$ cat src/hdl/zr_pkg.sv
// ----------------------------------------------------------------------------
// zr_pkg
// Shared types, constants and register codes of the ultrasonic zone ranger.
// ----------------------------------------------------------------------------
package zr_pkg;

   // Measurement shape
   localparam int SAMPLES = 30;
   localparam int SENSORS = 4;

   localparam int ROUND_W  = (SAMPLES > 1) ? $clog2(SAMPLES) : 1;
   localparam int SENSOR_W = 2;
   localparam int TICK_W   = 16;
   localparam int SUM_W    = 15;
   localparam int AVG_W    = 10;

   // Distance in cm: (count / 2) / 58, done as a reciprocal multiply
   localparam int CM_SHIFT = 21;
   localparam logic [15:0] CM_RECIP = 16'd36158;
   localparam int CM_PROD_W = 31;

   // Average: sum / SAMPLES, done as a reciprocal multiply
   localparam int AVG_SHIFT = 26;
   localparam int AVG_RECIP_W = 27;
   localparam logic [AVG_RECIP_W-1:0] AVG_RECIP =
      AVG_RECIP_W'(((64'd1 << AVG_SHIFT) + SAMPLES - 1) / SAMPLES);
   localparam int AVG_PROD_W = SUM_W + AVG_RECIP_W;
   localparam int AVG_Q_W    = AVG_PROD_W - AVG_SHIFT;

   localparam logic [SUM_W-1:0] SUM_MAX = {SUM_W{1'b1}};
   localparam logic [AVG_W-1:0] AVG_MAX = {AVG_W{1'b1}};

   // Queue depths (powers of two)
   localparam int FRONT_DEPTH = 4;
   localparam int FRONT_PTR_W = $clog2(FRONT_DEPTH);
   localparam int RSP_DEPTH   = 8;
   localparam int RSP_PTR_W   = $clog2(RSP_DEPTH);

   // Zone codes
   localparam logic [1:0] ZONE_NEAR   = 2'd1;
   localparam logic [1:0] ZONE_MIDDLE = 2'd2;
   localparam logic [1:0] ZONE_CLEAR  = 2'd3;

   // Configuration reset values
   localparam logic [7:0]  TRIGGER_TICKS_RST = 8'd10;
   localparam logic [15:0] ECHO_TIMEOUT_RST  = 16'd5900;
   localparam logic [9:0]  NEAR_LIMIT_RST    = 10'd20;
   localparam logic [9:0]  FAR_LIMIT_RST     = 10'd40;

   typedef enum logic [1:0] {
      CSR_TRIGGER_TICKS = 2'd0,
      CSR_ECHO_TIMEOUT  = 2'd1,
      CSR_NEAR_LIMIT    = 2'd2,
      CSR_FAR_LIMIT     = 2'd3
   } csr_index_type;

   typedef enum logic [1:0] {
      PH_IDLE  = 2'd0,
      PH_TRIG  = 2'd1,
      PH_WAIT  = 2'd2,
      PH_COUNT = 2'd3
   } phase_type;

   typedef struct packed {
      logic [7:0]  trigger_ticks;
      logic [15:0] echo_timeout;
      logic [9:0]  near_limit;
      logic [9:0]  far_limit;
   } cfg_type;

   // Classified input item
   typedef struct packed {
      logic       start;
      logic [3:0] echo;
   } req_item_type;

   // Per-item status that rides down the pipe
   typedef struct packed {
      logic [3:0] trigger_lines;
      logic       busy;
      logic       done;
   } ctrl_type;

   // Sequencer output stage
   typedef struct packed {
      logic                valid;
      ctrl_type            ctrl;
      logic                clear;
      logic                fin;
      logic [SENSOR_W-1:0] fin_idx;
      logic [TICK_W-1:0]   fin_count;
   } stage_type;

   typedef struct packed {
      logic [3:0]            trigger_lines;
      logic                  busy;
      logic                  result_valid;
      logic [1:0]            zone;
      logic [3:0][AVG_W-1:0] average;
   } rsp_item_type;

endpackage

$ cat src/hdl/ultrasonic_zone_ranger.sv
// ----------------------------------------------------------------------------
// ultrasonic_zone_ranger
// Four-sensor ultrasonic ranging, averaged over a number of rounds, with a
// near / middle / clear zone decision. One result item per input item.
// Item path: sequencer stage, back end stages 2-5, result queue (empty low).
// Throughput: one item per cycle sustained; the sequencer pulls an item only
// when the 8-entry result queue has room for it and all (up to 5) in flight.
// Reset: control state, sums and averages clear, zone reads clear (3), and
// the registers take their default values; both queues come up empty.
// ----------------------------------------------------------------------------
module ultrasonic_zone_ranger (
   input  logic        clock,
   input  logic        reset,
   // input item queue
   input  logic        push,
   output logic        full,
   input  logic        req_type,
   input  logic [3:0]  req_echo_levels,
   // result queue
   output logic        empty,
   input  logic        pop,
   output logic [3:0]  rsp_trigger_lines,
   output logic        rsp_busy_res,
   output logic        rsp_result_valid,
   output logic [1:0]  rsp_zone_code,
   output logic [9:0]  rsp_average_a,
   output logic [9:0]  rsp_average_b,
   output logic [9:0]  rsp_average_c,
   output logic [9:0]  rsp_average_d,
   // register writes
   input  logic        csr_valid,
   output logic        csr_ready,
   input  logic [1:0]  csr_index,
   input  logic [15:0] csr_wdata
);

   zr_pkg::cfg_type              cfg_ff;
   zr_pkg::req_item_type         item;
   logic                         item_valid;
   logic                         item_pop;
   logic                         issue_ok;
   zr_pkg::stage_type            stage;
   logic [2:0]                   back_inflight;
   logic                         rsp_push;
   zr_pkg::rsp_item_type         rsp_item;
   zr_pkg::rsp_item_type         head;
   logic [zr_pkg::RSP_PTR_W:0]   rsp_level;
   logic [zr_pkg::RSP_PTR_W+1:0] rsp_need;

   // Register file; writes always taken
   assign csr_ready = 1'b1;

   always_ff @(posedge clock) begin
      if (reset) begin
         cfg_ff.trigger_ticks <= zr_pkg::TRIGGER_TICKS_RST;
         cfg_ff.echo_timeout  <= zr_pkg::ECHO_TIMEOUT_RST;
         cfg_ff.near_limit    <= zr_pkg::NEAR_LIMIT_RST;
         cfg_ff.far_limit     <= zr_pkg::FAR_LIMIT_RST;
      end else if (csr_valid && csr_ready) begin
         case (zr_pkg::csr_index_type'(csr_index))
            zr_pkg::CSR_TRIGGER_TICKS: cfg_ff.trigger_ticks <= csr_wdata[7:0];
            zr_pkg::CSR_ECHO_TIMEOUT:  cfg_ff.echo_timeout  <= csr_wdata;
            zr_pkg::CSR_NEAR_LIMIT:    cfg_ff.near_limit    <= csr_wdata[9:0];
            zr_pkg::CSR_FAR_LIMIT:     cfg_ff.far_limit     <= csr_wdata[9:0];
            default: begin
            end
         endcase
      end
   end

   // Issue only when every item in flight plus this one fits the result queue
   always_comb begin
      rsp_need = (zr_pkg::RSP_PTR_W+2)'(rsp_level)
               + (zr_pkg::RSP_PTR_W+2)'(back_inflight)
               + (zr_pkg::RSP_PTR_W+2)'(stage.valid)
               + (zr_pkg::RSP_PTR_W+2)'(1);
      issue_ok = (rsp_need <= (zr_pkg::RSP_PTR_W+2)'(zr_pkg::RSP_DEPTH));
   end

   zr_front u_front (
      .clock           (clock),
      .reset           (reset),
      .push            (push),
      .full            (full),
      .req_type        (req_type),
      .req_echo_levels (req_echo_levels),
      .item_valid      (item_valid),
      .item            (item),
      .item_pop        (item_pop)
   );

   zr_sequencer u_sequencer (
      .clock      (clock),
      .reset      (reset),
      .cfg        (cfg_ff),
      .item_valid (item_valid),
      .item       (item),
      .issue_ok   (issue_ok),
      .item_pop   (item_pop),
      .stage      (stage)
   );

   zr_arith u_arith (
      .clock    (clock),
      .reset    (reset),
      .cfg      (cfg_ff),
      .stage    (stage),
      .inflight (back_inflight),
      .rsp_push (rsp_push),
      .rsp_item (rsp_item)
   );

   zr_rsp_queue u_rsp_queue (
      .clock     (clock),
      .reset     (reset),
      .push      (rsp_push),
      .push_item (rsp_item),
      .pop       (pop),
      .empty     (empty),
      .head      (head),
      .level     (rsp_level)
   );

   // Drive the result ports from the queue head
   assign rsp_trigger_lines = head.trigger_lines;
   assign rsp_busy_res      = head.busy;
   assign rsp_result_valid  = head.result_valid;
   assign rsp_zone_code     = head.zone;
   assign rsp_average_a     = head.average[0];
   assign rsp_average_b     = head.average[1];
   assign rsp_average_c     = head.average[2];
   assign rsp_average_d     = head.average[3];

endmodule

$ cat src/hdl/zr_front.sv
// ----------------------------------------------------------------------------
// zr_front
// Input queue: takes items from the port, tags start requests, holds them
// until the sequencer pulls them.
// ----------------------------------------------------------------------------
module zr_front (
   input  logic                 clock,
   input  logic                 reset,
   input  logic                 push,
   output logic                 full,
   input  logic                 req_type,
   input  logic [3:0]           req_echo_levels,
   output logic                 item_valid,
   output zr_pkg::req_item_type item,
   input  logic                 item_pop
);

   zr_pkg::req_item_type          entry_ff [zr_pkg::FRONT_DEPTH];
   logic [zr_pkg::FRONT_PTR_W-1:0] wr_ptr_ff, wr_ptr_in;
   logic [zr_pkg::FRONT_PTR_W-1:0] rd_ptr_ff, rd_ptr_in;
   logic [zr_pkg::FRONT_PTR_W:0]   count_ff, count_in;
   logic                           do_push;
   logic                           do_pop;
   zr_pkg::req_item_type           new_item;

   assign full       = (count_ff == (zr_pkg::FRONT_PTR_W+1)'(zr_pkg::FRONT_DEPTH));
   assign item_valid = (count_ff != '0);
   assign item       = entry_ff[rd_ptr_ff];
   assign do_push    = push && !full;
   assign do_pop     = item_pop && item_valid;

   // Classify: type 1 is a start request, anything else a tick
   always_comb begin
      new_item.start = req_type;
      new_item.echo  = req_echo_levels;
   end

   // Advance pointers and fill level
   always_comb begin
      wr_ptr_in = wr_ptr_ff + (zr_pkg::FRONT_PTR_W)'(do_push);
      rd_ptr_in = rd_ptr_ff + (zr_pkg::FRONT_PTR_W)'(do_pop);
      count_in  = count_ff + (zr_pkg::FRONT_PTR_W+1)'(do_push)
                           - (zr_pkg::FRONT_PTR_W+1)'(do_pop);
   end

   always_ff @(posedge clock) begin
      if (reset) begin
         wr_ptr_ff <= '0;
         rd_ptr_ff <= '0;
         count_ff  <= '0;
      end else begin
         wr_ptr_ff <= wr_ptr_in;
         rd_ptr_ff <= rd_ptr_in;
         count_ff  <= count_in;
      end
   end

   // Store the item
   always_ff @(posedge clock) begin
      if (do_push) begin
         entry_ff[wr_ptr_ff] <= new_item;
      end
   end

endmodule

$ cat src/hdl/zr_sequencer.sv
// ----------------------------------------------------------------------------
// zr_sequencer
// Ranging state machine (trigger, echo wait, echo count per sensor): one item
// per cycle while issue_ok. Emits item status and the finished sensor counts.
// ----------------------------------------------------------------------------
module zr_sequencer (
   input  logic                 clock,
   input  logic                 reset,
   input  zr_pkg::cfg_type      cfg,
   input  logic                 item_valid,
   input  zr_pkg::req_item_type item,
   input  logic                 issue_ok,
   output logic                 item_pop,
   output zr_pkg::stage_type    stage
);

   zr_pkg::phase_type                phase_ff, phase_in;
   logic [zr_pkg::SENSOR_W-1:0]      sensor_ff, sensor_in;
   logic [zr_pkg::ROUND_W-1:0]       round_ff, round_in;
   logic [zr_pkg::TICK_W-1:0]        tick_ff, tick_in;
   zr_pkg::stage_type                stage_ff, stage_in;

   logic [zr_pkg::TICK_W-1:0]        tick_inc;
   logic                             echo_bit;
   logic                             finish;
   logic [zr_pkg::TICK_W-1:0]        fin_count;
   logic                             done;
   logic                             clear;
   logic [zr_pkg::SENSOR_W:0]        sensor_nxt;
   logic [zr_pkg::ROUND_W:0]         round_nxt;

   assign item_pop = item_valid && issue_ok;
   assign stage    = stage_ff;

   // Next state for the item being pulled
   always_comb begin
      phase_in   = phase_ff;
      sensor_in  = sensor_ff;
      round_in   = round_ff;
      tick_in    = tick_ff;
      finish     = 1'b0;
      fin_count  = '0;
      done       = 1'b0;
      clear      = 1'b0;
      tick_inc   = tick_ff + 16'd1;
      echo_bit   = item.echo[sensor_ff];
      sensor_nxt = {1'b0, sensor_ff} + 3'd1;
      round_nxt  = {1'b0, round_ff} + (zr_pkg::ROUND_W+1)'(1);

      if (item_pop) begin
         if (item.start) begin
            // Start only from idle; ignored while busy
            if (phase_ff == zr_pkg::PH_IDLE) begin
               sensor_in = '0;
               round_in  = '0;
               tick_in   = '0;
               phase_in  = zr_pkg::PH_TRIG;
               clear     = 1'b1;
            end
         end else begin
            case (phase_ff)
               zr_pkg::PH_TRIG: begin
                  if (tick_inc >= {8'd0, cfg.trigger_ticks}) begin
                     tick_in  = '0;
                     phase_in = zr_pkg::PH_WAIT;
                  end else begin
                     tick_in = tick_inc;
                  end
               end
               zr_pkg::PH_WAIT: begin
                  if (echo_bit) begin
                     tick_in  = '0;
                     phase_in = zr_pkg::PH_COUNT;
                  end else if (tick_inc >= cfg.echo_timeout) begin
                     finish    = 1'b1;
                     fin_count = '0;
                  end else begin
                     tick_in = tick_inc;
                  end
               end
               zr_pkg::PH_COUNT: begin
                  if (!echo_bit) begin
                     finish    = 1'b1;
                     fin_count = tick_ff;
                  end else if (tick_inc >= cfg.echo_timeout) begin
                     finish    = 1'b1;
                     fin_count = tick_inc;
                  end else begin
                     tick_in = tick_inc;
                  end
               end
               default: begin
                  // idle: a tick changes nothing
               end
            endcase

            // Sensor done: move to next sensor, next round, or finish
            if (finish) begin
               tick_in = '0;
               if (sensor_nxt >= (zr_pkg::SENSOR_W+1)'(zr_pkg::SENSORS)) begin
                  sensor_in = '0;
                  if (round_nxt >= (zr_pkg::ROUND_W+1)'(zr_pkg::SAMPLES)) begin
                     round_in = '0;
                     phase_in = zr_pkg::PH_IDLE;
                     done     = 1'b1;
                  end else begin
                     round_in = round_nxt[zr_pkg::ROUND_W-1:0];
                     phase_in = zr_pkg::PH_TRIG;
                  end
               end else begin
                  sensor_in = sensor_nxt[zr_pkg::SENSOR_W-1:0];
                  phase_in  = zr_pkg::PH_TRIG;
               end
            end
         end
      end
   end

   // Build the item's status as seen after this step
   always_comb begin
      stage_in.valid              = item_pop;
      stage_in.ctrl.trigger_lines = (phase_in == zr_pkg::PH_TRIG) ?
                                    (4'd1 << sensor_in) : 4'd0;
      stage_in.ctrl.busy          = (phase_in != zr_pkg::PH_IDLE);
      stage_in.ctrl.done          = done;
      stage_in.clear              = clear;
      stage_in.fin                = finish;
      stage_in.fin_idx            = sensor_ff;
      stage_in.fin_count          = fin_count;
   end

   always_ff @(posedge clock) begin
      if (reset) begin
         phase_ff       <= zr_pkg::PH_IDLE;
         sensor_ff      <= '0;
         round_ff       <= '0;
         tick_ff        <= '0;
         stage_ff.valid <= 1'b0;
      end else begin
         phase_ff       <= phase_in;
         sensor_ff      <= sensor_in;
         round_ff       <= round_in;
         tick_ff        <= tick_in;
         stage_ff.valid <= stage_in.valid;
      end
      // Payload of the output stage
      stage_ff.ctrl      <= stage_in.ctrl;
      stage_ff.clear     <= stage_in.clear;
      stage_ff.fin       <= stage_in.fin;
      stage_ff.fin_idx   <= stage_in.fin_idx;
      stage_ff.fin_count <= stage_in.fin_count;
   end

endmodule

$ cat src/hdl/zr_arith.sv
// ----------------------------------------------------------------------------
// zr_arith
// Back end: converts echo counts to cm, keeps the per-sensor sums, and at the
// end of a measurement forms the averages and the zone. Four stages, no stall.
// ----------------------------------------------------------------------------
module zr_arith (
   input  logic                clock,
   input  logic                reset,
   input  zr_pkg::cfg_type     cfg,
   input  zr_pkg::stage_type   stage,
   output logic [2:0]          inflight,
   output logic                rsp_push,
   output zr_pkg::rsp_item_type rsp_item
);

   // Stage 2: distance product
   logic                                p2_valid_ff;
   zr_pkg::ctrl_type                    p2_ctrl_ff;
   logic                                p2_clear_ff;
   logic                                p2_fin_ff;
   logic [zr_pkg::SENSOR_W-1:0]         p2_idx_ff;
   logic [zr_pkg::CM_PROD_W-1:0]        p2_prod_ff;

   // Stage 3: sums updated
   logic                                p3_valid_ff;
   zr_pkg::ctrl_type                    p3_ctrl_ff;
   logic [3:0][zr_pkg::SUM_W-1:0]       sum_ff;

   // Stage 4: average products
   logic                                p4_valid_ff;
   zr_pkg::ctrl_type                    p4_ctrl_ff;
   logic [3:0][zr_pkg::AVG_PROD_W-1:0]  avg_prod_ff;

   // Stage 5: averages and zone stored
   logic                                p5_valid_ff;
   zr_pkg::ctrl_type                    p5_ctrl_ff;
   logic [3:0][zr_pkg::AVG_W-1:0]       last_avg_ff, last_avg_in;
   logic [1:0]                          zone_ff, zone_in;

   logic [zr_pkg::AVG_W-1:0]            cm_dist;
   logic [zr_pkg::SUM_W:0]              sum_add;
   logic [3:0]                          lane_near;
   logic [3:0]                          lane_far;

   assign inflight = 3'(p2_valid_ff) + 3'(p3_valid_ff) + 3'(p4_valid_ff)
                   + 3'(p5_valid_ff);

   // Valid bits
   always_ff @(posedge clock) begin
      if (reset) begin
         p2_valid_ff <= 1'b0;
         p3_valid_ff <= 1'b0;
         p4_valid_ff <= 1'b0;
         p5_valid_ff <= 1'b0;
      end else begin
         p2_valid_ff <= stage.valid;
         p3_valid_ff <= p2_valid_ff;
         p4_valid_ff <= p3_valid_ff;
         p5_valid_ff <= p4_valid_ff;
      end
   end

   // Stage 2: half count times reciprocal of 58
   always_ff @(posedge clock) begin
      p2_ctrl_ff  <= stage.ctrl;
      p2_clear_ff <= stage.clear;
      p2_fin_ff   <= stage.fin;
      p2_idx_ff   <= stage.fin_idx;
      p2_prod_ff  <= zr_pkg::CM_PROD_W'(stage.fin_count[zr_pkg::TICK_W-1:1])
                   * zr_pkg::CM_PROD_W'(zr_pkg::CM_RECIP);
      p3_ctrl_ff  <= p2_ctrl_ff;
      p4_ctrl_ff  <= p3_ctrl_ff;
      p5_ctrl_ff  <= p4_ctrl_ff;
   end

   // Stage 3: accumulate with saturation; a start from idle clears all sums
   always_comb begin
      cm_dist = p2_prod_ff[zr_pkg::CM_SHIFT +: zr_pkg::AVG_W];
      sum_add = {1'b0, sum_ff[p2_idx_ff]}
              + (zr_pkg::SUM_W+1)'(cm_dist);
   end

   always_ff @(posedge clock) begin
      if (reset) begin
         sum_ff <= '0;
      end else if (p2_valid_ff && p2_clear_ff) begin
         sum_ff <= '0;
      end else if (p2_valid_ff && p2_fin_ff) begin
         sum_ff[p2_idx_ff] <= sum_add[zr_pkg::SUM_W] ? zr_pkg::SUM_MAX
                                                      : sum_add[zr_pkg::SUM_W-1:0];
      end
   end

   // Stage 4: sums times reciprocal of the sample count, one lane per sensor
   for (genvar i = 0; i < 4; i++) begin : g_lane
      always_ff @(posedge clock) begin
         if (p3_valid_ff && p3_ctrl_ff.done) begin
            avg_prod_ff[i] <= zr_pkg::AVG_PROD_W'(sum_ff[i])
                            * zr_pkg::AVG_PROD_W'(zr_pkg::AVG_RECIP);
         end
      end
   end

   // Stage 5: saturate, compare against limits, pick the zone
   always_comb begin
      logic [zr_pkg::AVG_Q_W-1:0] q;
      for (int i = 0; i < 4; i++) begin
         q = avg_prod_ff[i][zr_pkg::AVG_SHIFT +: zr_pkg::AVG_Q_W];
         if (i < zr_pkg::SENSORS) begin
            last_avg_in[i] = (q > zr_pkg::AVG_Q_W'(zr_pkg::AVG_MAX)) ?
                             zr_pkg::AVG_MAX : q[zr_pkg::AVG_W-1:0];
            lane_near[i]   = (last_avg_in[i] <= cfg.near_limit);
            lane_far[i]    = (last_avg_in[i] <= cfg.far_limit);
         end else begin
            last_avg_in[i] = '0;
            lane_near[i]   = 1'b0;
            lane_far[i]    = 1'b0;
         end
      end
      if (|lane_near) begin
         zone_in = zr_pkg::ZONE_NEAR;
      end else if (|lane_far) begin
         zone_in = zr_pkg::ZONE_MIDDLE;
      end else begin
         zone_in = zr_pkg::ZONE_CLEAR;
      end
   end

   always_ff @(posedge clock) begin
      if (reset) begin
         last_avg_ff <= '0;
         zone_ff     <= zr_pkg::ZONE_CLEAR;
      end else if (p4_valid_ff && p4_ctrl_ff.done) begin
         last_avg_ff <= last_avg_in;
         zone_ff     <= zone_in;
      end
   end

   // Assemble the result item
   assign rsp_push = p5_valid_ff;
   always_comb begin
      rsp_item.trigger_lines = p5_ctrl_ff.trigger_lines;
      rsp_item.busy          = p5_ctrl_ff.busy;
      rsp_item.result_valid  = p5_ctrl_ff.done;
      rsp_item.zone          = zone_ff;
      rsp_item.average       = last_avg_ff;
   end

endmodule

$ cat src/hdl/zr_rsp_queue.sv
// ----------------------------------------------------------------------------
// zr_rsp_queue
// Result queue: holds finished items until the consumer pops them.
// ----------------------------------------------------------------------------
module zr_rsp_queue (
   input  logic                 clock,
   input  logic                 reset,
   input  logic                 push,
   input  zr_pkg::rsp_item_type push_item,
   input  logic                 pop,
   output logic                 empty,
   output zr_pkg::rsp_item_type head,
   output logic [zr_pkg::RSP_PTR_W:0] level
);

   zr_pkg::rsp_item_type          entry_ff [zr_pkg::RSP_DEPTH];
   logic [zr_pkg::RSP_PTR_W-1:0]  wr_ptr_ff, wr_ptr_in;
   logic [zr_pkg::RSP_PTR_W-1:0]  rd_ptr_ff, rd_ptr_in;
   logic [zr_pkg::RSP_PTR_W:0]    count_ff, count_in;
   logic                          do_pop;

   assign empty  = (count_ff == '0);
   assign head   = entry_ff[rd_ptr_ff];
   assign level  = count_ff;
   assign do_pop = pop && !empty;

   // Advance pointers; room is guaranteed by the issue check upstream
   always_comb begin
      wr_ptr_in = wr_ptr_ff + (zr_pkg::RSP_PTR_W)'(push);
      rd_ptr_in = rd_ptr_ff + (zr_pkg::RSP_PTR_W)'(do_pop);
      count_in  = count_ff + (zr_pkg::RSP_PTR_W+1)'(push)
                           - (zr_pkg::RSP_PTR_W+1)'(do_pop);
   end

   always_ff @(posedge clock) begin
      if (reset) begin
         wr_ptr_ff <= '0;
         rd_ptr_ff <= '0;
         count_ff  <= '0;
      end else begin
         wr_ptr_ff <= wr_ptr_in;
         rd_ptr_ff <= rd_ptr_in;
         count_ff  <= count_in;
      end
   end

   always_ff @(posedge clock) begin
      if (push) begin
         entry_ff[wr_ptr_ff] <= push_item;
      end
   end

endmodule

$ cat config.mk
export PLATFORM = sky130hd
export DESIGN_NAME = ultrasonic_zone_ranger
export DESIGN_NICKNAME = d
export VERILOG_FILES = /design/src/hdl/zr_pkg.sv /design/src/hdl/ultrasonic_zone_ranger.sv /design/src/hdl/zr_front.sv /design/src/hdl/zr_sequencer.sv /design/src/hdl/zr_arith.sv /design/src/hdl/zr_rsp_queue.sv
export SDC_FILE = /design/constraint.sdc
export NUM_CORES = 2
export LEC_CHECK = 0
export BUFFER_PORTS_ARGS = -buffer_cell sky130_fd_sc_hd__buf_2
export CAP_MARGIN = 40
export CELL_PAD_IN_SITES_DETAIL_PLACEMENT = 2
export CELL_PAD_IN_SITES_GLOBAL_PLACEMENT = 2
export CORE_MARGIN = 1.5
export CORE_UTILIZATION = 46
export CTS_BUF_LIST = sky130_fd_sc_hd__clkbuf_8
export DETAILED_ROUTE_END_ITERATION = 10
export PLACE_DENSITY_LB_ADDON = 0.1
export SYNTH_ARGS = -nofsm -noshare
export SYNTH_HDL_FRONTEND = slang
export SYNTH_SLANG_ARGS = --single-unit
$ cat constraint.sdc
create_clock -name clock -period 6.7 [get_ports clock]
set_input_delay 0.67 -clock clock [delete_from_list [all_inputs] [get_ports clock]]
set_output_delay 0.67 -clock clock [all_outputs]
set_load 0.005 [all_outputs]
==> summary.md <==
| Metric | Value |
|---|---|
| Leak Pwr | 22.7 nW |
| IR Drop Worst-Case VDD | 0.179 mV |
| Area leader, netlist | sky130_fd_sc_hd__edfxtp_1 |
| Gate power share | 17.9% |
| Number of fill cells | 9369 |
| Die H | 315 microns |
| Final sum of negative setup slack | 0 ns |
| Net Sw Frac | 29.8% |
| Number of primary I/O pins | 79 |
| Setup Fix Bufs, Post-CTS | 0 |
| Final antenna-violating net count | 0 |
| Slew at the pin with the worst max-slew slack | 0.968 ns |
| Fin crit share | 90.4% |
| CP cell instances | fa_1 -> inv_1 -> fa_1 -> inv_1 -> fa_1 -> fa_1 -> fa_1 -> inv_1 -> fa_1 -> inv_1 -> ha_1 -> and3_1 -> a21oi_1 -> and4b_1 -> o21ai_0 -> a311oi_1 -> a211o_1 -> o31a_1 -> a21oi_1 -> xnor2_1 |
| Dominant cells by area after synthesis | sky130_fd_sc_hd__edfxtp_1, sky130_fd_sc_hd__ha_1, sky130_fd_sc_hd__dfxtp_1, sky130_fd_sc_hd__fa_1, sky130_fd_sc_hd__mux4_2 |
| Total power draw | 11.0 mW |
| Detailed-routing iteration count for the pre-antenna-repair pass | 5 |
| Starting utilization of the core area | 46.4% |
| Cell internal power dissipation | 7.73 mW |
| Port-buffer cells | 77 |
| Yosys warns | 0 |
| Proportion of synthesized chip area in sequential cells | 41.5% |
| Largest driver fanout on the critical path | 7 |
| Net count reported at finish | 4844 |
| Pins Over Slew Limit | 0 |
| Share of flip-flops with an asynchronous set or reset after synthesis | 0% |
| Synthesized instance count | 3740 |
| Dominant cell type by count on the critical path | sky130_fd_sc_hd__fa_1 |
| Netlist area before placement | 0.0448 sq mm |
| Sequential power share | 44.1% |
| Count of distinct cell types in the synthesized netlist | 80 |
| Number of remaining DRC errors | 0 |
| Post-synth net total | 4698 |
| Reg area | 0.0186 sq mm |
| Unrepaired setup endpoints after global routing | no |
| Post-Route Skew | 0.0610 ns |
| DP Wirelength | 100 mm |
| Via-per-instance ratio | 5.80 |
| Pin count of the biggest net entering global routing | 69 |
| First-pass GRT wire length | 220 mm |
| Synth top area share | 30.0% |
| Clock buffers created by TritonCTS | 117 |
| Number of H-tree branching levels | 3 |
| Final Setup Violations | 0 |
| Flip-flop and latch count after synthesis | 704 |
| Path category of the worst min-delay check | in -> reg |
| Detailed router's first-iteration violation count | 1834 |
| CTS resizes | 0 |
| Relative area change from synthesis to final layout | 10.7% |
| Global routing usage summed across all routing layers | 29.2% |
| Share of final-layout standard cells stronger than drive strength 1 | 13.7% |
| Remaining global-route overflow | 0 |
| Via count | 30500 |
| Path type of the worst setup path | reg -> reg |
| Number of flops mapped to enable cells by yosys | 448 |
| Critical path endpoint category | flop |
| Clock share of power | 38.1% |
| Clock edge transition at the registers on the reported setup and hold paths | 0.06 ns |
| Number of core rows | 114 |
| Cell at the slowest stage of the critical path | sky130_fd_sc_hd__fa_1 |
| Number of global-route vias before repair | 35000 |
| Clock tree from TritonCTS | yes |
| Number of hold buffers added after cts | 0 |
| Element type at the critical path start | flop |
| Maximum clock rate | 0.165 GHz |
| Worst path arrival time | 6.75 ns |
| Number of antenna violations at the first check in global routing | 3 |
| Chip width | 315 microns |
| Final core utilization | 51.3% |
| Clock tree buffer depth | 3 |
| Final-report hold violation count | 0 |
| Run status | complete, no violations |
| Num Clock Sinks | 704 |
| Detail-routed net length per standard cell | 27.1 microns |
| Combined area of the multi-input logic cells | 0.0240 sq mm |
| Worst rel slew slack | 35.5% |
| Latest clock arrival within the worst-skew pair | 0.80 ns |
| Pwr per Cell Area | 222 mW/mm^2 |
| Max-capacitance violation count | 0 |
| Data required time of the critical path | 7.40 ns |
| Worst hold slack | 0.127 ns |
| GP Congestion | 0.861 |
| Wire length reported by the detailed router | 143 mm |
| Core box area | 0.0966 sq mm |
| Final critical delay including setup and external delays | 6.05 ns |
| Avg Cell Area, Syn | 12.0 sq um |
| Die area | 0.0993 sq mm |
| Highest cell delay on the worst timing path | 0.57 ns |
| Switching power | 3.28 mW |
| CTS Root Cell | sky130_fd_sc_hd__clkbuf_8 |
| Flip-flop cell with the highest count after synthesis | sky130_fd_sc_hd__edfxtp_1 |
metal layers:
metal / global-route usage, % / part of all wire, %
met3: 3.05 / 3.2
met5: 0 / 0.0098
met1: 36.7 / 42
met2: 52.9 / 52
met4: 8.14 / 2.6
state kept, by name (all words and copies together) (netlist names), 3 cells and up:
signal                 count
u_sequencer.stage         26
u_arith.avg_prod_ff       44
cfg_ff                    44
u_arith.p4_ctrl_ff         6
u_rsp_queue.wr_ptr_ff      3
u_arith.sum_ff            60
u_arith.p2_ctrl_ff         6
u_arith.rsp_item          46
u_rsp_queue.entry_ff     384
u_sequencer.tick_ff       16
u_arith.p2_prod_ff        10
u_rsp_queue.rd_ptr_ff      3
u_rsp_queue.level          4
u_front.entry_ff          20
u_front.count_ff           3
u_arith.p3_ctrl_ff         6
u_sequencer.round_ff       5
area by class of cell:
| type | count | share of cell area, % |
|---|---|---|
| antenna | 2 | 0.0101 |
| timing repair buffer | 120 | 1.89 |
| multi-input combinational | 2438 | 48.5 |
| tap | 1276 | 3.22 |
| clock inverter | 81 | 1.17 |
| clock buffer | 141 | 3.91 |
| inverter | 505 | 3.82 |
| sequential | 704 | 37.5 |
cell usage in the layout, fill, tap and decap left out, drive strengths merged, types with 14 or more instances in the layout:
| cell type | netlist | routed |
|---|---|---|
| ha | 728 | 728 |
| inv | 505 | 537 |
| edfxtp | 448 | 448 |
| nor2 | 265 | 265 |
| dfxtp | 256 | 256 |
| fa | 202 | 202 |
| nand2 | 172 | 172 |
| a21oi | 146 | 146 |
| clkbuf | 71 | 141 |
| buf | 22 | 120 |
| mux4 | 116 | 116 |
| nor3 | 81 | 81 |
| o21ai | 72 | 72 |
| a211oi | 68 | 68 |
| or2 | 51 | 51 |
| mux2 | 49 | 49 |
| a21o | 47 | 47 |
| nand3 | 44 | 44 |
| xnor2 | 43 | 43 |
| clkinv | 0 | 40 |
| nand4 | 38 | 38 |
| xor2 | 36 | 36 |
| nor2b | 30 | 30 |
| o211ai | 26 | 26 |
| nand2b | 23 | 23 |
| and3 | 17 | 17 |
| a31oi | 16 | 16 |
| or3 | 16 | 16 |
| o21a | 14 | 14 |
worst max-delay path: cells and delay by family (launching register included):
kind | cells | cell delay, ns
compound gates | 6 | 1.31
fa+ha+maj | 7 | 3.47
simple gates | 2 | 0.40
xor+xnor | 1 | 0.14
buf+inv | 4 | 0.23
flops | 1 | 0.43
worst paths after layout:
path / endpoint / slack (ns) / depth (start not counted) / start
max: u_arith.p2_prod_ff[30] / 0.65 / 20 / u_sequencer.stage[12]
min: u_front.entry_ff[1][4] / 0.13 / 1 / req_type
max reg2reg: u_arith.p2_prod_ff[30] / 0.65 / 20 / u_sequencer.stage[12]
min reg2reg: u_arith.p2_ctrl_ff[5] / 0.32 / 0 / u_sequencer.stage[25]
power groups by stage:
| stage | combinational, mW | clock [mW] | sequential, mW |
|---|---|---|---|
| after CTS | 1.99 | 4.27 | 4.85 |
| after global routing | 2.13 | 4.45 | 4.87 |
| after global placement | 1.71 | 0 | 4.98 |
| after detailed placement | 1.92 | 0 | 4.94 |
| final | 1.97 | 4.19 | 4.85 |
| after floorplan | 1.38 | 0 | 4.83 |
logic make-up after synthesis:
kind of cell             after synthesis  share of synthesized area (%)
adder cells (fa/ha/maj)              930                           29.4
AND/OR/NAND/NOR                      775                           8.20
flip-flops                           704                           41.5
buffers and inverters                598                           5.05
AO/OA/AOI/OAI                        481                           7.14
multiplexers                         172                           7.22
XOR/XNOR                              79                           1.54
other                                  1                        0.00837
per-stage QoR:
stage,instances,cell area (sq um),setup WS [ns]
6_report,5267,49600,0.646
4_1_cts,5265,49600,0.530
2_1_floorplan,3740,44800,1.18
3_3_place_gp,5029,46700,0.679
3_5_place_dp,5043,47000,0.613
5_1_grt,5267,49600,0.309
Yosys cell counts, types with 36 or more instances:
cell	count
sky130_fd_sc_hd__ha_1	728
sky130_fd_sc_hd__inv_1	505
sky130_fd_sc_hd__edfxtp_1	448
sky130_fd_sc_hd__nor2_1	264
sky130_fd_sc_hd__dfxtp_1	256
sky130_fd_sc_hd__fa_1	202
sky130_fd_sc_hd__nand2_1	171
sky130_fd_sc_hd__a21oi_1	146
sky130_fd_sc_hd__mux4_2	116
sky130_fd_sc_hd__nor3_1	80
sky130_fd_sc_hd__clkbuf_1	71
sky130_fd_sc_hd__a211oi_1	64
sky130_fd_sc_hd__o21ai_0	63
sky130_fd_sc_hd__or2_2	51
sky130_fd_sc_hd__mux2_2	49
sky130_fd_sc_hd__a21o_1	47
sky130_fd_sc_hd__nand3_1	43
sky130_fd_sc_hd__xnor2_1	43
sky130_fd_sc_hd__nand4_1	38
sky130_fd_sc_hd__xor2_1	36
Power figures use the tool's default switching activity.
